$ cat config.mk
export PLATFORM = sky130hd
export DESIGN_NAME = jtag_probe_command_parser
export DESIGN_NICKNAME = d
export VERILOG_FILES = /design/src/rtl/core/jpcp_pkg.sv /design/src/rtl/core/jpcp_ram.sv /design/src/rtl/core/jpcp_ctrl.sv /design/src/rtl/core/jpcp_datapath.sv /design/src/rtl/core/jtag_probe_command_parser.sv
export SDC_FILE = /design/constraint.sdc
export NUM_CORES = 1
export LEC_CHECK = 0
export ABC_AREA = 1
export BUFFER_PORTS_ARGS = -buffer_cell sky130_fd_sc_hd__clkbuf_2
export CAP_MARGIN = 20
export CORE_MARGIN = 2
export CORE_UTILIZATION = 55
export CTS_CLUSTER_SIZE = 16
export DETAILED_ROUTE_END_ITERATION = 10
export GPL_TIMING_DRIVEN = 0
export PLACE_DENSITY = 0.72
export SYNTH_ARGS = -nofsm -noshare
export SYNTH_HDL_FRONTEND = slang
export SYNTH_SLANG_ARGS = --single-unit
$ cat constraint.sdc
create_clock -name i_clk -period 5.85 [get_ports i_clk]
set_clock_uncertainty 0.1 [all_clocks]
set_input_delay 0.585 -clock i_clk [delete_from_list [all_inputs] [get_ports i_clk]]
set_output_delay 0.585 -clock i_clk [all_outputs]
set_load 0.02 [all_outputs]
$ cat src/rtl/core/jpcp_pkg.sv
// jpcp_pkg: shared constants, codes and types of the jtag probe command parser
// used by jpcp_ctrl, jpcp_datapath and jtag_probe_command_parser
package jpcp_pkg;

    localparam int MAX_SHIFT_BYTES = 62;
    localparam int ADDR_W = (MAX_SHIFT_BYTES > 1) ? $clog2(MAX_SHIFT_BYTES) : 1;
    localparam int CNT_W  = $clog2(MAX_SHIFT_BYTES + 1);
    localparam logic [9:0] SHIFT_BITS_MAX = 10'(MAX_SHIFT_BYTES * 8);
    localparam logic [9:0] SHIFT_BITS_LONG = 10'd256;

    localparam logic [15:0] TX_CAP_RESET    = 16'd64;
    localparam logic [15:0] INFO_RESP_BYTES = 16'd10;

    localparam int CMD_BIT_NOREAD = 7;
    localparam int CMD_BIT_LONG   = 6;

    localparam logic [3:0] CMD_STOP    = 4'h0;
    localparam logic [3:0] CMD_INFO    = 4'h1;
    localparam logic [3:0] CMD_FREQ    = 4'h2;
    localparam logic [3:0] CMD_SHIFT   = 4'h3;
    localparam logic [3:0] CMD_PINS    = 4'h4;
    localparam logic [3:0] CMD_SAMPLE  = 4'h5;
    localparam logic [3:0] CMD_CLOCK   = 4'h6;
    localparam logic [3:0] CMD_RELEASE = 4'h7;

    localparam logic [2:0] KIND_INFO   = 3'd0;
    localparam logic [2:0] KIND_FREQ   = 3'd1;
    localparam logic [2:0] KIND_SHIFT  = 3'd2;
    localparam logic [2:0] KIND_PINS   = 3'd3;
    localparam logic [2:0] KIND_SAMPLE = 3'd4;
    localparam logic [2:0] KIND_CLOCK  = 3'd5;
    localparam logic [2:0] KIND_DONE   = 3'd6;

    localparam logic [1:0] STAT_OK          = 2'd0;
    localparam logic [1:0] STAT_TRUNC       = 2'd1;
    localparam logic [1:0] STAT_OVERFLOW    = 2'd2;
    localparam logic [1:0] STAT_UNSUPPORTED = 2'd3;

    localparam int PIN_BIT_TDI = 2;
    localparam int PIN_BIT_TMS = 4;
    localparam logic [7:0] PIN_TCK  = 8'h02;
    localparam logic [7:0] PIN_TDI  = 8'h04;
    localparam logic [7:0] PIN_TMS  = 8'h10;
    localparam logic [7:0] PIN_TRST = 8'h20;
    localparam logic [7:0] PIN_SRST = 8'h40;
    localparam logic [7:0] PIN_ALL  = PIN_TCK | PIN_TDI | PIN_TMS | PIN_TRST | PIN_SRST;

    typedef struct packed {
        logic [2:0]  kind;
        logic [7:0]  data_byte;
        logic [7:0]  signal_mask;
        logic [8:0]  bit_count;
        logic [15:0] freq_khz;
        logic        tms_level;
        logic        tdi_level;
        logic        read_back;
        logic [1:0]  status;
        logic [15:0] response_length;
        logic        release_res;
        logic        last_of_run;
    } t_item;

    typedef enum logic [1:0] {
        SRC_ACCEPT = 2'd0,
        SRC_SHIFT  = 2'd1,
        SRC_DONE   = 2'd2
    } t_src;

    typedef struct packed {
        logic              accept;
        logic              load;
        t_src              src;
        logic              last;
        logic [ADDR_W-1:0] rd_addr;
    } t_ctrl_cmd;

    typedef struct packed {
        logic             single;
        logic             run;
        logic [CNT_W-1:0] nbytes;
        logic             eop;
    } t_dp_status;

endpackage

$ cat src/rtl/core/jpcp_ram.sv
// jpcp_ram: generic single-write, single-read RAM with registered read data
// no dependencies
module jpcp_ram #(
    parameter int WIDTH = 8,
    parameter int DEPTH = 62
) (
    input  logic                                        i_clk,
    input  logic                                        i_we,
    input  logic [((DEPTH > 1) ? $clog2(DEPTH) : 1)-1:0] i_waddr,
    input  logic [WIDTH-1:0]                            i_wdata,
    input  logic [((DEPTH > 1) ? $clog2(DEPTH) : 1)-1:0] i_raddr,
    output logic [WIDTH-1:0]                            o_rdata
);

    logic [WIDTH-1:0] r_mem [DEPTH];
    logic [WIDTH-1:0] r_rdata;

    always_ff @(posedge i_clk) begin
        if (i_we) begin
            r_mem[i_waddr] <= i_wdata;
        end
        r_rdata <= r_mem[i_raddr];
    end

    assign o_rdata = r_rdata;

endmodule

$ cat src/rtl/core/jpcp_ctrl.sv
// jpcp_ctrl: sequencer of the parser, input handshake, shift run and done item
// depends on jpcp_pkg
module jpcp_ctrl import jpcp_pkg::*; (
    input  logic       i_clk,
    input  logic       i_rst_n,
    input  logic       i_in_valid,
    output logic       o_in_ready,
    output logic       o_out_valid,
    input  logic       i_out_ready,
    input  t_dp_status i_status,
    output t_ctrl_cmd  o_cmd
);

    typedef enum logic [3:0] {
        S_IDLE  = 4'b0001,
        S_PRIME = 4'b0010,
        S_RUN   = 4'b0100,
        S_DONE  = 4'b1000
    } t_state;

    t_state            r_state, n_state;
    logic              r_out_valid, n_out_valid;
    logic [ADDR_W-1:0] r_idx, n_idx;
    logic [CNT_W-1:0]  r_count, n_count;
    logic              r_run_eop, n_run_eop;
    logic              out_free;
    logic              in_ready;
    logic              is_last;

    assign out_free = !r_out_valid || i_out_ready;
    assign in_ready = (r_state == S_IDLE) && out_free;
    assign is_last  = (CNT_W'(r_idx) + CNT_W'(1)) == r_count;

    always_comb begin
        n_state     = r_state;
        n_idx       = r_idx;
        n_count     = r_count;
        n_run_eop   = r_run_eop;
        o_cmd       = '0;
        o_cmd.src   = SRC_ACCEPT;
        o_cmd.accept  = i_in_valid && in_ready;
        o_cmd.rd_addr = r_idx;
        case (r_state)
            S_IDLE: begin
                if (o_cmd.accept) begin
                    if (i_status.single) begin
                        o_cmd.load = 1'b1;
                        o_cmd.last = !i_status.eop;
                        if (i_status.eop) begin
                            n_state = S_DONE;
                        end
                    end else if (i_status.run) begin
                        n_state   = S_PRIME;
                        n_count   = i_status.nbytes;
                        n_run_eop = i_status.eop;
                        n_idx     = '0;
                    end else if (i_status.eop) begin
                        o_cmd.load = 1'b1;
                        o_cmd.last = 1'b1;
                    end
                end
            end
            S_PRIME: begin
                // first read of the run is in flight
                n_state = S_RUN;
            end
            S_RUN: begin
                if (out_free) begin
                    o_cmd.load = 1'b1;
                    o_cmd.src  = SRC_SHIFT;
                    o_cmd.last = is_last && !r_run_eop;
                    if (is_last) begin
                        n_state = r_run_eop ? S_DONE : S_IDLE;
                    end else begin
                        n_idx         = ADDR_W'(r_idx + 1'b1);
                        o_cmd.rd_addr = n_idx;
                    end
                end
            end
            S_DONE: begin
                if (out_free) begin
                    o_cmd.load = 1'b1;
                    o_cmd.src  = SRC_DONE;
                    o_cmd.last = 1'b1;
                    n_state    = S_IDLE;
                end
            end
            default: begin
                n_state = S_IDLE;
            end
        endcase
        n_out_valid = o_cmd.load ? 1'b1 : (r_out_valid && !i_out_ready);
    end

    always_ff @(posedge i_clk) begin
        if (!i_rst_n) begin
            r_state     <= S_IDLE;
            r_out_valid <= 1'b0;
            r_idx       <= '0;
            r_count     <= '0;
            r_run_eop   <= 1'b0;
        end else begin
            r_state     <= n_state;
            r_out_valid <= n_out_valid;
            r_idx       <= n_idx;
            r_count     <= n_count;
            r_run_eop   <= n_run_eop;
        end
    end

    assign o_in_ready  = in_ready;
    assign o_out_valid = r_out_valid;

endmodule

$ cat src/rtl/core/jpcp_datapath.sv
// jpcp_datapath: packet state, command decode, shift data store and result register
// depends on jpcp_pkg and jpcp_ram
module jpcp_datapath import jpcp_pkg::*; (
    input  logic        i_clk,
    input  logic        i_rst_n,
    input  logic        i_cfg_we,
    input  logic [15:0] i_cfg_data,
    input  logic [7:0]  i_rx_byte,
    input  logic        i_end_of_packet,
    input  t_ctrl_cmd   i_cmd,
    output t_dp_status  o_status,
    output t_item       o_item
);

    logic [15:0] r_cap;
    logic [7:0]  r_cmd, n_cmd;
    logic [6:0]  r_pos, n_pos, p_pos;
    logic [7:0]  r_arg1, n_arg1;
    logic [15:0] r_used, n_used, p_used;
    logic        r_halted, n_halted, p_halted;
    logic [1:0]  r_status, n_status, p_status;
    logic        r_release, n_release, p_release;

    logic [8:0]  r_run_bits;
    logic        r_run_rb;
    logic [15:0] r_run_len;
    logic [1:0]  r_run_status;
    logic        r_run_rel;
    logic [1:0]  r_done_status;
    logic [15:0] r_done_len;
    logic        r_done_rel;

    t_item       single_item, done_item, r_item, n_item;
    logic        single, run;
    logic [9:0]  bits;
    logic [6:0]  nbytes;
    logic [6:0]  idx;
    logic        rb, readout, ok;
    logic        ram_we;
    logic [7:0]  ram_rdata;
    logic [1:0]  done_status;

    function automatic logic can_reserve(input logic [15:0] used, input logic [15:0] cap,
                                         input logic [15:0] need);
        can_reserve = (used <= cap) && (need <= (cap - used));
    endfunction

    function automatic logic [9:0] shift_bits(input logic [7:0] arg, input logic [7:0] cmd);
        logic [9:0] sum;
        sum = {2'b00, arg} + (cmd[CMD_BIT_LONG] ? SHIFT_BITS_LONG : 10'd0);
        if (sum > SHIFT_BITS_MAX) begin
            sum = SHIFT_BITS_MAX;
        end
        shift_bits = sum;
    endfunction

    always_comb begin
        n_cmd       = r_cmd;
        n_arg1      = r_arg1;
        p_pos       = r_pos;
        p_used      = r_used;
        p_halted    = r_halted;
        p_status    = r_status;
        p_release   = r_release;
        single      = 1'b0;
        run         = 1'b0;
        ram_we      = 1'b0;
        single_item = '0;
        bits        = shift_bits(r_arg1, r_cmd);
        nbytes      = 7'((11'(bits) + 11'd7) >> 3);
        idx         = r_pos - 7'd2;
        rb          = !r_cmd[CMD_BIT_NOREAD];
        readout     = r_cmd[CMD_BIT_NOREAD];
        ok          = !readout || can_reserve(r_used, r_cap, 16'd1);
        if (!r_halted) begin
            if (r_pos == 7'd0) begin
                n_cmd = i_rx_byte;
                case (i_rx_byte[3:0])
                    CMD_STOP: begin
                        p_halted = 1'b1;
                    end
                    CMD_INFO: begin
                        if (can_reserve(r_used, r_cap, INFO_RESP_BYTES)) begin
                            p_used           = r_used + INFO_RESP_BYTES;
                            single           = 1'b1;
                            single_item.kind = KIND_INFO;
                        end else begin
                            p_status = STAT_OVERFLOW;
                            p_halted = 1'b1;
                        end
                    end
                    CMD_FREQ, CMD_SHIFT, CMD_PINS, CMD_CLOCK: begin
                        p_pos = 7'd1;
                    end
                    CMD_SAMPLE: begin
                        if (can_reserve(r_used, r_cap, 16'd1)) begin
                            p_used                = r_used + 16'd1;
                            single                = 1'b1;
                            single_item.kind      = KIND_SAMPLE;
                            single_item.read_back = 1'b1;
                        end else begin
                            p_status = STAT_OVERFLOW;
                            p_halted = 1'b1;
                        end
                    end
                    CMD_RELEASE: begin
                        p_release = 1'b1;
                        p_halted  = 1'b1;
                    end
                    default: begin
                        p_status = STAT_UNSUPPORTED;
                        p_halted = 1'b1;
                    end
                endcase
            end else if (r_pos == 7'd1) begin
                n_arg1 = i_rx_byte;
                p_pos  = 7'd2;
                if ((r_cmd[3:0] == CMD_SHIFT) && (shift_bits(i_rx_byte, r_cmd) == 10'd0)) begin
                    p_pos = 7'd0;
                end
            end else if (r_cmd[3:0] == CMD_SHIFT) begin
                ram_we = 1'b1;
                p_pos  = r_pos + 7'd1;
                if ((idx + 7'd1) >= nbytes) begin
                    p_pos = 7'd0;
                    if (rb && !can_reserve(r_used, r_cap, 16'(nbytes))) begin
                        p_status = STAT_OVERFLOW;
                        p_halted = 1'b1;
                    end else begin
                        if (rb) begin
                            p_used = r_used + 16'(nbytes);
                        end
                        run = 1'b1;
                    end
                end
            end else begin
                p_pos = 7'd0;
                case (r_cmd[3:0])
                    CMD_FREQ: begin
                        single               = 1'b1;
                        single_item.kind     = KIND_FREQ;
                        single_item.freq_khz = {r_arg1, i_rx_byte};
                    end
                    CMD_PINS: begin
                        single                  = 1'b1;
                        single_item.kind        = KIND_PINS;
                        single_item.data_byte   = i_rx_byte;
                        single_item.signal_mask = r_arg1 & PIN_ALL;
                    end
                    CMD_CLOCK: begin
                        single                = 1'b1;
                        single_item.kind      = KIND_CLOCK;
                        single_item.bit_count = {1'b0, i_rx_byte};
                        single_item.tms_level = r_arg1[PIN_BIT_TMS];
                        single_item.tdi_level = r_arg1[PIN_BIT_TDI];
                        single_item.read_back = readout && ok;
                        if (readout && ok) begin
                            p_used = r_used + 16'd1;
                        end
                        if (!ok) begin
                            p_status = STAT_OVERFLOW;
                            p_halted = 1'b1;
                        end
                    end
                    default: begin
                    end
                endcase
            end
        end
        // clock item carries the status from before its own overflow
        single_item.status          = r_status;
        single_item.response_length = p_used;
        single_item.release_res     = r_release;

        done_status = p_status;
        if (!p_halted && (p_pos != 7'd0)) begin
            done_status = STAT_TRUNC;
        end
        done_item                 = '0;
        done_item.kind            = KIND_DONE;
        done_item.status          = done_status;
        done_item.response_length = p_used;
        done_item.release_res     = p_release;

        if (i_end_of_packet) begin
            n_cmd     = '0;
            n_arg1    = '0;
            n_pos     = '0;
            n_used    = '0;
            n_halted  = 1'b0;
            n_status  = STAT_OK;
            n_release = 1'b0;
        end else begin
            n_pos     = p_pos;
            n_used    = p_used;
            n_halted  = p_halted;
            n_status  = p_status;
            n_release = p_release;
        end
    end

    always_comb begin
        case (i_cmd.src)
            SRC_ACCEPT: begin
                n_item = single ? single_item : done_item;
            end
            SRC_SHIFT: begin
                n_item                 = '0;
                n_item.kind            = KIND_SHIFT;
                n_item.data_byte       = ram_rdata;
                n_item.bit_count       = r_run_bits;
                n_item.read_back       = r_run_rb;
                n_item.status          = r_run_status;
                n_item.response_length = r_run_len;
                n_item.release_res     = r_run_rel;
            end
            SRC_DONE: begin
                n_item                 = '0;
                n_item.kind            = KIND_DONE;
                n_item.status          = r_done_status;
                n_item.response_length = r_done_len;
                n_item.release_res     = r_done_rel;
            end
            default: begin
                n_item = '0;
            end
        endcase
        n_item.last_of_run = i_cmd.last;
    end

    always_ff @(posedge i_clk) begin
        if (!i_rst_n) begin
            r_cap     <= TX_CAP_RESET;
            r_cmd     <= '0;
            r_pos     <= '0;
            r_arg1    <= '0;
            r_used    <= '0;
            r_halted  <= 1'b0;
            r_status  <= STAT_OK;
            r_release <= 1'b0;
        end else begin
            if (i_cfg_we) begin
                r_cap <= i_cfg_data;
            end
            if (i_cmd.accept) begin
                r_cmd     <= n_cmd;
                r_pos     <= n_pos;
                r_arg1    <= n_arg1;
                r_used    <= n_used;
                r_halted  <= n_halted;
                r_status  <= n_status;
                r_release <= n_release;
            end
        end
    end

    always_ff @(posedge i_clk) begin
        if (i_cmd.accept && run) begin
            r_run_bits   <= bits[8:0];
            r_run_rb     <= rb;
            r_run_len    <= p_used;
            r_run_status <= p_status;
            r_run_rel    <= p_release;
        end
        if (i_cmd.accept && i_end_of_packet) begin
            r_done_status <= done_status;
            r_done_len    <= p_used;
            r_done_rel    <= p_release;
        end
        if (i_cmd.load) begin
            r_item <= n_item;
        end
    end

    jpcp_ram #(
        .WIDTH (8),
        .DEPTH (MAX_SHIFT_BYTES)
    ) u_shift_ram (
        .i_clk   (i_clk),
        .i_we    (i_cmd.accept && ram_we),
        .i_waddr (idx[ADDR_W-1:0]),
        .i_wdata (i_rx_byte),
        .i_raddr (i_cmd.rd_addr),
        .o_rdata (ram_rdata)
    );

    assign o_status.single = single;
    assign o_status.run    = run;
    assign o_status.nbytes = CNT_W'(nbytes);
    assign o_status.eop    = i_end_of_packet;
    assign o_item          = r_item;

endmodule

$ cat src/rtl/core/jtag_probe_command_parser.sv
// jtag_probe_command_parser: top level, decodes probe command packets into pin engine items
// depends on jpcp_pkg, jpcp_ctrl, jpcp_datapath (and jpcp_ram below it)
//
// input channel: one packet byte per transfer on i_in_valid / o_in_ready, with
// i_end_of_packet set on the last byte of the packet.
// output channel: one action item per transfer on o_out_valid / i_out_ready;
// o_last_of_run marks the final item caused by one input byte.
// config: i_cfg_we writes i_cfg_data into the response capacity (reset 64); the
// user must write it only while no byte is in progress, the block does not enforce it.
// sequencing: an item caused directly by a byte sits in the output register in the
// cycle after the byte transfer. a shift run of data bytes is read from the shift
// data RAM one byte per cycle while the receiver does not stall, through a prime
// state after the last data byte; a packet done item after an action item comes
// from a separate done state.
// bytes are not taken while a run or a done item is pending, nor while the
// output register is full and the receiver stalls.
// reset: synchronous, active low; clears all packet state and the sequencer,
// the shift data RAM needs no clearing.
module jtag_probe_command_parser import jpcp_pkg::*; (
    input  logic        i_clk,
    input  logic        i_rst_n,
    input  logic        i_cfg_we,
    input  logic [15:0] i_cfg_data,
    input  logic        i_in_valid,
    output logic        o_in_ready,
    input  logic [7:0]  i_rx_byte,
    input  logic        i_end_of_packet,
    output logic        o_out_valid,
    input  logic        i_out_ready,
    output logic [2:0]  o_kind,
    output logic [7:0]  o_data_byte,
    output logic [7:0]  o_signal_mask,
    output logic [8:0]  o_bit_count,
    output logic [15:0] o_freq_khz,
    output logic        o_tms_level,
    output logic        o_tdi_level,
    output logic        o_read_back,
    output logic [1:0]  o_status,
    output logic [15:0] o_response_length,
    output logic        o_release_res,
    output logic        o_last_of_run
);

    t_ctrl_cmd  cmd;
    t_dp_status dp_status;
    t_item      item;

    jpcp_ctrl u_ctrl (
        .i_clk       (i_clk),
        .i_rst_n     (i_rst_n),
        .i_in_valid  (i_in_valid),
        .o_in_ready  (o_in_ready),
        .o_out_valid (o_out_valid),
        .i_out_ready (i_out_ready),
        .i_status    (dp_status),
        .o_cmd       (cmd)
    );

    jpcp_datapath u_datapath (
        .i_clk           (i_clk),
        .i_rst_n         (i_rst_n),
        .i_cfg_we        (i_cfg_we),
        .i_cfg_data      (i_cfg_data),
        .i_rx_byte       (i_rx_byte),
        .i_end_of_packet (i_end_of_packet),
        .i_cmd           (cmd),
        .o_status        (dp_status),
        .o_item          (item)
    );

    assign o_kind            = item.kind;
    assign o_data_byte       = item.data_byte;
    assign o_signal_mask     = item.signal_mask;
    assign o_bit_count       = item.bit_count;
    assign o_freq_khz        = item.freq_khz;
    assign o_tms_level       = item.tms_level;
    assign o_tdi_level       = item.tdi_level;
    assign o_read_back       = item.read_back;
    assign o_status          = item.status;
    assign o_response_length = item.response_length;
    assign o_release_res     = item.release_res;
    assign o_last_of_run     = item.last_of_run;

`ifndef NO_ASSERTIONS
    a_no_accept_into_full: assert property (@(posedge i_clk) disable iff (!i_rst_n)
        (i_in_valid && o_in_ready) |-> (!o_out_valid || i_out_ready))
        else $error("byte taken while a stalled result is pending");

    a_done_is_last: assert property (@(posedge i_clk) disable iff (!i_rst_n)
        (o_out_valid && (o_kind == KIND_DONE)) |-> o_last_of_run)
        else $error("packet done item not marked last");

    a_kind_range: assert property (@(posedge i_clk) disable iff (!i_rst_n)
        o_out_valid |-> (o_kind <= KIND_DONE))
        else $error("result kind out of range");

    a_load_only_when_free: assert property (@(posedge i_clk) disable iff (!i_rst_n)
        cmd.load |-> (!o_out_valid || i_out_ready))
        else $error("output register overwritten");
`endif

endmodule

==> impl_metrics.prom, run 1 <==
# TYPE chip_impl_metric gauge
chip_impl_info{name="grt_setup_unrepaired",value="false"} 1
chip_impl_metric{name="async_set_or_reset_register_ratio_after_synthesis",unit=""} 0
chip_impl_metric{name="yosys.area_share.xor_xnor",unit=""} 0.0103
chip_impl_metric{name="netlist_instances",unit=""} 3411
chip_impl_metric{name="synth-adder-area-share",unit=""} 0.0187
chip_impl_metric{name="powerDensity",unit="mW/mm^2"} 316
chip_impl_info{name="critical_path.cell_chain",value="inv_1 > ha_1 > inv_1 > nor3_2 > nor2_1 > nand2_1 > nor4_1 > nand2_1 > nor2_1"} 1
chip_impl_metric{name="num_vias",unit=""} 26200
chip_impl_metric{name="clock_path_buffers",unit=""} 3
chip_impl_metric{name="power.share.clock",unit=""} 0.398
chip_impl_info{name="mostFrequentLayoutCells",value="650 x sky130_fd_sc_hd__nand2_1, 608 x sky130_fd_sc_hd__edfxtp_1, 431 x sky130_fd_sc_hd__inv_1"} 1
chip_impl_metric{name="combinationalPowerShare",unit=""} 0.121
chip_impl_metric{name="worst_slew_pin_slew",unit="ns"} 1.09
chip_impl_metric{name="cts_repair_resize_count",unit=""} 0
chip_impl_metric{name="number_of_storage_elements_in_the_synthesis_netlist",unit=""} 691
chip_impl_metric{name="fmaxAchievable",unit="GHz"} 0.202
chip_impl_metric{name="power.share.switching",unit=""} 0.262
chip_impl_metric{name="drv_cap",unit=""} 0
chip_impl_metric{name="wl_per_cell",unit="um"} 22.3
chip_impl_metric{name="finalWeightedCongestion",unit=""} 1.02
chip_impl_metric{name="worst-endpoint-arrival",unit="ns"} 5.07
chip_impl_metric{name="slowest_stage_delay_cp",unit="ns"} 0.93
chip_impl_metric{name="routed_via_count_divided_by_cell_count",unit=""} 5.93
chip_impl_metric{name="clock_latency",unit="ns"} 0.62
chip_impl_metric{name="max-vdd-ir-drop",unit="uV"} 209
chip_impl_metric{name="post_route_cells_drive_above_1_share",unit=""} 0.0948
chip_impl_metric{name="design_power_total",unit="uW"} 11700
chip_impl_metric{name="post_cts_buffers",unit=""} 0
chip_impl_info{name="synth_ff_type",value="sky130_fd_sc_hd__edfxtp_1"} 1
chip_impl_metric{name="internal-power",unit="uW"} 8640
chip_impl_metric{name="htreeDepth",unit=""} 3
chip_impl_info{name="outcome",value="finished clean"} 1
chip_impl_metric{name="synth_simple_gate_area_share",unit=""} 0.185
chip_impl_metric{name="yosysWarnings",unit=""} 0
chip_impl_metric{name="synth.mux.area_fraction",unit=""} 0
chip_impl_metric{name="antenna_found_initial",unit=""} 1
chip_impl_metric{name="synthDistinctLibCells",unit=""} 61
chip_impl_metric{name="routed_wirelength",unit="mm"} 98.8
chip_impl_metric{name="drtAntennaViolNets",unit=""} 0
chip_impl_metric{name="post_syn_area_per_cell",unit="sq um"} 9.67
chip_impl_metric{name="slew-limit-headroom",unit=""} 0.271
chip_impl_info{name="mostFrequentLayoutCell",value="sky130_fd_sc_hd__nand2_1"} 1
chip_impl_metric{name="maxSlewViolCount",unit=""} 0
chip_impl_metric{name="tritoncts.num_buffers",unit=""} 75
chip_impl_info{name="synthDominantAreaCellType",value="sky130_fd_sc_hd__edfxtp_1"} 1
chip_impl_metric{name="gr-total-overflow",unit=""} 0
chip_impl_metric{name="clk_pin_slew_worst_paths",unit="ns"} 0.06
chip_impl_metric{name="worst_ep_required_time",unit="ns"} 5.98
chip_impl_info{name="crit_family",value="simple AND/OR/NAND/NOR gates"} 1
chip_impl_metric{name="clock-sinks",unit=""} 691
chip_impl_metric{name="fp.dieArea",unit="sq mm"} 0.0620
chip_impl_metric{name="largest_net_degree_at_the_start_of_global_routing",unit=""} 67
chip_impl_info{name="type_of_the_worst_setup_path",value="reg -> reg"} 1
chip_impl_metric{name="hold_ws",unit="ns"} 0.0805
chip_impl_info{name="setup.worst_path.end_class",value="flip-flop"} 1
chip_impl_info{name="cts.root.buffer_cell",value="sky130_fd_sc_hd__clkbuf_16"} 1
chip_impl_info{name="yosys-top-cells-area",value="sky130_fd_sc_hd__edfxtp_1 55%, sky130_fd_sc_hd__nand2_1 7.4%, sky130_fd_sc_hd__nand3_1 5.9%"} 1
chip_impl_metric{name="std_cell_rows",unit=""} 89
chip_impl_metric{name="post_synthesis_compound_gate_area_fraction",unit=""} 0.107
chip_impl_metric{name="core_area",unit="sq mm"} 0.0591
chip_impl_metric{name="fp.dieH",unit="um"} 249
chip_impl_metric{name="final_nets",unit=""} 3669
chip_impl_metric{name="dp.final_hpwl",unit="mm"} 68.5
chip_impl_metric{name="top_level_ports",unit=""} 99
chip_impl_metric{name="grt_pass1_wl",unit="mm"} 147
chip_impl_metric{name="synth_edf_count",unit=""} 608
chip_impl_metric{name="grtUsageTotal",unit=""} 0.315
chip_impl_metric{name="dieWidth",unit="um"} 249
chip_impl_metric{name="period_share",unit=""} 0.845
chip_impl_metric{name="cts.hold.buffers_added",unit=""} 0
chip_impl_metric{name="port-buffer-count",unit=""} 94
chip_impl_info{name="worst_hold_check_path_type",value="in -> reg"} 1
chip_impl_metric{name="critical_path.n_buffers_inverters",unit=""} 2
chip_impl_metric{name="post_synth_instance_area",unit="sq mm"} 0.0330
chip_impl_metric{name="total_switching_power",unit="uW"} 3070
chip_impl_metric{name="setup_viol_count_final",unit=""} 0
chip_impl_metric{name="power.share.sequential",unit=""} 0.480
chip_impl_metric{name="drc",unit=""} 0
chip_impl_metric{name="synth_top_area_share",unit=""} 0.553
chip_impl_metric{name="via_count_of_the_first_global_routing_pass",unit=""} 24400
chip_impl_info{name="start_kind",value="flip-flop"} 1
chip_impl_metric{name="timing.critical_path.fanout_max",unit=""} 9
chip_impl_metric{name="period_needed",unit="ns"} 4.94
chip_impl_info{name="cpMaxStageDelayCell",value="sky130_fd_sc_hd__nor2_1"} 1
chip_impl_metric{name="hold_viol",unit=""} 0
chip_impl_info{name="clock_tree_from_tritoncts",value="yes"} 1
chip_impl_metric{name="drt_iter0_markers",unit=""} 3429
chip_impl_metric{name="areaGrowthSynthToFinish",unit="%"} 12.2
chip_impl_metric{name="floorplan.initialDensity",unit=""} 0.558
chip_impl_info{name="combinational_family_with_the_most_area_after_synthesis",value="simple AND/OR/NAND/NOR gates"} 1
chip_impl_metric{name="drt_pass1_iterations",unit=""} 6
chip_impl_metric{name="ys_seq_area_frac",unit=""} 0.604
chip_impl_metric{name="power_leakage",unit="uW"} 0.0143
==> per-layer routing <==
metal | GRT usage | vias up | share of wire
li1 | - | 12100 | -
met4 | 0.105 | 0 | 0.030
met5 | 0 | - | 0
met1 | 0.453 | 12400 | 0.40
met2 | 0.480 | 1555 | 0.44
met3 | 0.0654 | 186 | 0.13
==> kinds of logic (layout without fill, tap and decap cells) <==
logic type,Yosys count,count (layout)
AOI/OAI and AO/OA,618,618
xor gates and xnor gates,38,38
adders and majority gates,48,48
buffers and inverters,614,848
DFF,691,691
other,2,7
and+or+nand+nor,1400,1400
==> power groups by stage <==
| stage | clock, uW | sequential, uW | combinational (uW) |
|---|---|---|---|
| 2_1_floorplan | 0 | 5810 | 752 |
| 3_3_place_gp | 0 | 5740 | 1340 |
| 3_5_place_dp | 0 | 5720 | 1370 |
| 4_1_cts | 4680 | 5620 | 1380 |
| 5_1_grt | 4900 | 5630 | 1530 |
| 6_report | 4660 | 5620 | 1420 |
==> path summary, 6_finish.rpt <==
check,slack (ns),depth (start not counted),from,endpoint
max reg2reg,0.91,9,u_datapath.r_pos[1],u_datapath.u_shift_ram.r_mem[17][4]
min reg2reg,0.37,2,u_datapath.r_cap[6],u_datapath.r_cap[6]
max,0.91,9,u_datapath.r_pos[1],u_datapath.u_shift_ram.r_mem[17][4]
min,0.08,3,i_cfg_data[6],u_datapath.r_cap[6]
==> synth_stat cells (5+ instances only) <==
cell type                  count
sky130_fd_sc_hd__nor4_1        8
sky130_fd_sc_hd__a21oi_1     211
sky130_fd_sc_hd__buf_2        68
sky130_fd_sc_hd__nor2_1      234
sky130_fd_sc_hd__inv_2         9
sky130_fd_sc_hd__xnor2_1       5
sky130_fd_sc_hd__nand4_1      37
sky130_fd_sc_hd__ha_1         46
sky130_fd_sc_hd__a22o_1       13
sky130_fd_sc_hd__clkinv_1      7
sky130_fd_sc_hd__xor2_1       32
sky130_fd_sc_hd__o41ai_1       9
sky130_fd_sc_hd__clkbuf_1     73
sky130_fd_sc_hd__inv_1       431
sky130_fd_sc_hd__nor2_2        6
sky130_fd_sc_hd__o21ai_2       5
sky130_fd_sc_hd__buf_6         6
sky130_fd_sc_hd__dfxtp_1      83
sky130_fd_sc_hd__nand2_2      10
sky130_fd_sc_hd__o211ai_1    106
sky130_fd_sc_hd__o21ai_0     180
sky130_fd_sc_hd__nand3_1     389
sky130_fd_sc_hd__nor3_1       38
sky130_fd_sc_hd__nand2_1     650
sky130_fd_sc_hd__o21ai_1      68
sky130_fd_sc_hd__edfxtp_1    608
sky130_fd_sc_hd__buf_4        15
==> through the flow <==
stage | instances | instance area [sq um] | util | setup TNS (ns) | setup WS, ns
after global placement | 4282 | 34400 | 0.583 | -96.41 | -1.49
after global routing | 4423 | 37000 | 0.626 | 0 | 0.764
after detailed placement | 4286 | 34600 | 0.585 | 0 | 1.02
after CTS | 4421 | 37000 | 0.626 | 0 | 1.01
final | 4423 | 37000 | 0.626 | 0 | 0.907
after floorplan | 3415 | 33000 | - | 0 | 0.665
==> worst register-to-register path, cell delays in order, from the launching register on <==
cell and delay, ns:
sky130_fd_sc_hd__dfxtp_1 0.43, sky130_fd_sc_hd__inv_1 0.19, sky130_fd_sc_hd__ha_1 0.25, sky130_fd_sc_hd__inv_1 0.10, sky130_fd_sc_hd__nor3_2 0.16, sky130_fd_sc_hd__nor2_1 0.79
sky130_fd_sc_hd__nand2_1 0.26, sky130_fd_sc_hd__nor4_1 0.62, sky130_fd_sc_hd__nand2_1 0.71, sky130_fd_sc_hd__nor2_1 0.93
==> final cells by class <==
type	count	area (sq um)
buffer	167	815
antenna	1	2.50
tap	773	967
inverter	447	1680
timing repair buffer	99	608
clock inverter	37	382
multi-input combinational	2110	10600
sequential	691	19900
fill	4832	22100
clock buffer	98	2030
==> flip-flops by register name, indices dropped and copies added (netlist names), 2 cells and up <==
signal,count
u_datapath.u_shift_ram.r_mem,496
u_datapath.o_item,64
u_datapath.r_cap,16
u_datapath.r_done_len,16
u_datapath.r_run_len,16
u_datapath.r_used,16
u_datapath.r_run_bits,9
u_datapath.r_arg1,8
u_datapath.u_shift_ram.o_rdata,8
u_datapath.r_pos,7
u_ctrl.r_count,6
u_ctrl.r_idx,6
u_datapath.r_cmd,6
u_ctrl.r_state,4
u_datapath.r_done_status,2
u_datapath.r_run_status,2
u_datapath.r_status,2
No activity file was read; power rests on OpenSTA's default activity.
==> inputs of run 2 (changes only) <==
Settings changed: ABC_AREA 1 to 0.
Clock period 5.85 ns to 5.1 ns, I/O delays scaled along.
==> impl_metrics.prom, run 2 <==
# TYPE chip_impl_metric gauge
chip_impl_metric{name="drt_pass1_iterations",unit=""} 6
chip_impl_metric{name="grt_pass1_wl",unit="mm"} 137
chip_impl_metric{name="post_synthesis_compound_gate_area_fraction",unit=""} 0.110
chip_impl_metric{name="dp.final_hpwl",unit="mm"} 63.7
chip_impl_metric{name="worst_ep_required_time",unit="ns"} 5.31
chip_impl_metric{name="worst_slew_pin_slew",unit="ns"} 1.12
chip_impl_metric{name="power.share.clock",unit=""} 0.417
chip_impl_metric{name="worst-endpoint-arrival",unit="ns"} 5.22
chip_impl_metric{name="post_syn_area_per_cell",unit="sq um"} 13.6
chip_impl_metric{name="slew-limit-headroom",unit=""} 0.252
chip_impl_info{name="worst_hold_check_path_type",value="in -> reg"} 1
chip_impl_metric{name="yosysWarnings",unit=""} 0
chip_impl_metric{name="dieWidth",unit="um"} 244
chip_impl_metric{name="synth-adder-area-share",unit=""} 0.0198
chip_impl_metric{name="max-vdd-ir-drop",unit="uV"} 351
chip_impl_metric{name="hold_viol",unit=""} 0
chip_impl_metric{name="maxSlewViolCount",unit=""} 0
chip_impl_metric{name="number_of_storage_elements_in_the_synthesis_netlist",unit=""} 691
chip_impl_metric{name="total_switching_power",unit="uW"} 2810
chip_impl_metric{name="std_cell_rows",unit=""} 87
chip_impl_info{name="top_register",value="u_datapath.u_shift_ram.r_mem"} 1
chip_impl_metric{name="netlist_instances",unit=""} 2321
chip_impl_metric{name="clock-sinks",unit=""} 691
chip_impl_metric{name="areaGrowthSynthToFinish",unit="%"} 13.5
chip_impl_metric{name="yosys.area_share.xor_xnor",unit=""} 0.0148
chip_impl_metric{name="drv_cap",unit=""} 0
chip_impl_metric{name="power.share.sequential",unit=""} 0.513
chip_impl_info{name="start_kind",value="flip-flop"} 1
chip_impl_metric{name="gr-total-overflow",unit=""} 0
chip_impl_metric{name="routed_via_count_divided_by_cell_count",unit=""} 6.65
chip_impl_metric{name="setup_viol_count_final",unit=""} 0
chip_impl_metric{name="postLayoutCellArea",unit="sq mm"} 0.0359
chip_impl_metric{name="synth.mux.area_fraction",unit=""} 0.0838
chip_impl_info{name="clock_tree_from_tritoncts",value="yes"} 1
chip_impl_metric{name="drc",unit=""} 0
chip_impl_metric{name="top_level_ports",unit=""} 99
chip_impl_metric{name="clk_pin_slew_worst_paths",unit="ns"} 0.06
chip_impl_metric{name="power_leakage",unit="uW"} 0.0121
chip_impl_metric{name="power.share.switching",unit=""} 0.231
chip_impl_metric{name="async_set_or_reset_register_ratio_after_synthesis",unit=""} 0
chip_impl_info{name="outcome",value="finished clean"} 1
chip_impl_metric{name="drtAntennaViolNets",unit=""} 0
chip_impl_metric{name="design_power_total",unit="uW"} 12200
chip_impl_info{name="synth_most_common_cell",value="sky130_fd_sc_hd__edfxtp_1"} 1
chip_impl_info{name="yosys-top-cells-area",value="sky130_fd_sc_hd__edfxtp_1 58%, sky130_fd_sc_hd__mux4_2 6.9%, sky130_fd_sc_hd__dfxtp_1 5.3%"} 1
chip_impl_metric{name="post_route_cells_drive_above_1_share",unit=""} 0.174
chip_impl_metric{name="fp.dieH",unit="um"} 244
chip_impl_metric{name="period_needed",unit="ns"} 5.01
chip_impl_metric{name="routed_wirelength",unit="mm"} 92.6
chip_impl_metric{name="clock_latency",unit="ns"} 0.61
chip_impl_metric{name="floorplan.initialDensity",unit=""} 0.558
chip_impl_metric{name="antenna_found_initial",unit=""} 2
chip_impl_metric{name="clock_path_buffers",unit=""} 3
chip_impl_metric{name="synth_top_area_share",unit=""} 0.578
chip_impl_metric{name="timing.critical_path.fanout_max",unit=""} 9
chip_impl_info{name="synth_common_cells",value="608 x sky130_fd_sc_hd__edfxtp_1, 185 x sky130_fd_sc_hd__nand2_1, 173 x sky130_fd_sc_hd__nor2_1"} 1
chip_impl_metric{name="internal-power",unit="uW"} 9360
chip_impl_metric{name="htreeDepth",unit=""} 3
chip_impl_metric{name="hold_ws",unit="ns"} 0.0487
chip_impl_metric{name="worst_case_setup_margin_in_the_final_layout",unit="ns"} 0.0915
chip_impl_metric{name="wl_per_cell",unit="um"} 27.8
chip_impl_metric{name="num_vias",unit=""} 22100
chip_impl_metric{name="post_synth_instance_area",unit="sq mm"} 0.0316
chip_impl_info{name="mostFrequentLayoutCells",value="608 x sky130_fd_sc_hd__edfxtp_1, 185 x sky130_fd_sc_hd__nand2_1, 172 x sky130_fd_sc_hd__nor2_1"} 1
chip_impl_metric{name="dp_worst_setup_slack",unit="ns"} -0.814
chip_impl_metric{name="finalWeightedCongestion",unit=""} 0.998
chip_impl_metric{name="largest_net_degree_at_the_start_of_global_routing",unit=""} 69
chip_impl_info{name="synth_ff_type",value="sky130_fd_sc_hd__edfxtp_1"} 1
chip_impl_metric{name="drt_iter0_markers",unit=""} 3307
chip_impl_info{name="cts.root.buffer_cell",value="sky130_fd_sc_hd__clkbuf_16"} 1
chip_impl_metric{name="synth_simple_gate_area_share",unit=""} 0.116
chip_impl_metric{name="period_share",unit=""} 0.982
chip_impl_info{name="synthDominantAreaCellType",value="sky130_fd_sc_hd__edfxtp_1"} 1
chip_impl_metric{name="synthDistinctLibCells",unit=""} 110
chip_impl_info{name="mostFrequentLayoutCell",value="sky130_fd_sc_hd__edfxtp_1"} 1
chip_impl_metric{name="fill_cells",unit=""} 4087
chip_impl_metric{name="finalCoreUtilization",unit=""} 0.634
chip_impl_metric{name="cts.hold.buffers_added",unit=""} 0
chip_impl_metric{name="fmaxAchievable",unit="GHz"} 0.200
chip_impl_metric{name="powerDensity",unit="mW/mm^2"} 339
chip_impl_metric{name="tritoncts.num_buffers",unit=""} 71
chip_impl_metric{name="port-buffer-count",unit=""} 93
chip_impl_metric{name="synth_edf_count",unit=""} 608
chip_impl_metric{name="via_count_of_the_first_global_routing_pass",unit=""} 21300
chip_impl_info{name="type_of_the_worst_setup_path",value="reg -> reg"} 1
chip_impl_metric{name="grtUsageTotal",unit=""} 0.310
chip_impl_info{name="setup.worst_path.end_class",value="flip-flop"} 1
chip_impl_info{name="combinational_family_with_the_most_area_after_synthesis",value="simple AND/OR/NAND/NOR gates"} 1
chip_impl_metric{name="core_area",unit="sq mm"} 0.0566
chip_impl_metric{name="combinationalPowerShare",unit=""} 0.070
chip_impl_metric{name="flip_flop_count_of_the_largest_register_all_copies_and_words_added",unit=""} 496
chip_impl_metric{name="place_area",unit="sq mm"} 0.0332
chip_impl_metric{name="final_nets",unit=""} 2598
chip_impl_metric{name="fp.dieArea",unit="sq mm"} 0.0594
chip_impl_metric{name="ys_seq_area_frac",unit=""} 0.630
==> run 2: cell types whose count changed after synthesis, sizes merged, moves of 43 or more <==
cell,previous run,this run
and2,4,47
mux2i,0,44
buf,93,41
nor2,241,175
nand2,663,185
inv,440,48
o21ai,253,79
o211ai,107,20
nand3,393,102
nor2b,0,54
a22oi,1,63
mux4,0,97
a21oi,212,62
==> run 2: logic make-up after synthesis <==
logic type / count (synthesis)
simple gates: 733
flops: 691
compound gates: 465
buf+inv: 187
mux: 143
xor+xnor: 51
fa+ha+maj: 49
other cells: 2
==> run 2: routing by layer <==
| layer | share of wire | global-route usage | vias up |
|---|---|---|---|
| met5 | 0.00014 | 0 | - |
| met4 | 0.031 | 0.102 | 2 |
| met3 | 0.11 | 0.0704 | 199 |
| met2 | 0.44 | 0.459 | 1382 |
| met1 | 0.41 | 0.456 | 11100 |
| li1 | - | - | 9451 |
==> run 2: final timing paths <==
kind / startpoint / end / cells past startpoint / slack [ns]
worst max-delay path: u_datapath.r_used[5] / u_datapath.o_item[3] / 16 / 0.09
worst min-delay path: i_cfg_data[6] / u_datapath.r_cap[6] / 3 / 0.05
worst max register to register: u_datapath.r_used[5] / u_datapath.o_item[3] / 16 / 0.09
worst min register to register: u_datapath.r_run_bits[8] / u_datapath.o_item[47] / 1 / 0.42
==> run 2: cell type report <==
class	count	area [sq um]	area share
multi-input cells	1449	11200	0.312
flip-flops and latches	691	19900	0.555
diodes	1	2.50	0.0000697
plain buffers	135	592	0.0165
well taps	756	946	0.0264
clock buffers	84	1840	0.0511
inverters	50	191	0.00533
repair buffers	122	793	0.0221
clock inverters	39	408	0.0114
==> run 2: critical path, cell delays in order, from the launching register on <==
cell and delay, ns:
sky130_fd_sc_hd__dfxtp_1 0.35, sky130_fd_sc_hd__clkbuf_1 0.36, sky130_fd_sc_hd__inv_1 0.24, sky130_fd_sc_hd__ha_1 0.34
sky130_fd_sc_hd__buf_2 0.16, sky130_fd_sc_hd__a21oi_1 0.13, sky130_fd_sc_hd__o21ai_1 0.11, sky130_fd_sc_hd__o21bai_1 0.22
sky130_fd_sc_hd__or4b_4 0.59, sky130_fd_sc_hd__a211oi_4 0.30, sky130_fd_sc_hd__buf_12 0.16, sky130_fd_sc_hd__buf_4 0.11
sky130_fd_sc_hd__a21o_1 0.40, sky130_fd_sc_hd__nor2_1 0.19, sky130_fd_sc_hd__a221o_2 0.36, sky130_fd_sc_hd__a22oi_1 0.38
sky130_fd_sc_hd__o32ai_1 0.18
==> run 2: power by group through the flow <==
stage	combinational, uW	clock (uW)	sequential, uW
after detailed placement	783	0	6360
after CTS	807	5110	6240
after global routing	898	5320	6240
after global placement	758	0	6370
after floorplan	432	0	6400
final	851	5070	6240
==> run 2: stage by stage <==
step           std cells  setup TNS, ns
4_1_cts             3314              0
2_1_floorplan       2325              0
6_report            3327              0
3_5_place_dp        3183         -65.51
5_1_grt             3326        -0.0192
3_3_place_gp        3174        -150.00
==> run 2: what timing repair did <==
item	CTS	global route
cloned	1	1
pin swaps	5	4
resized for setup	19	41
setup buffers	8	11
setup endpoints to repair	183	145
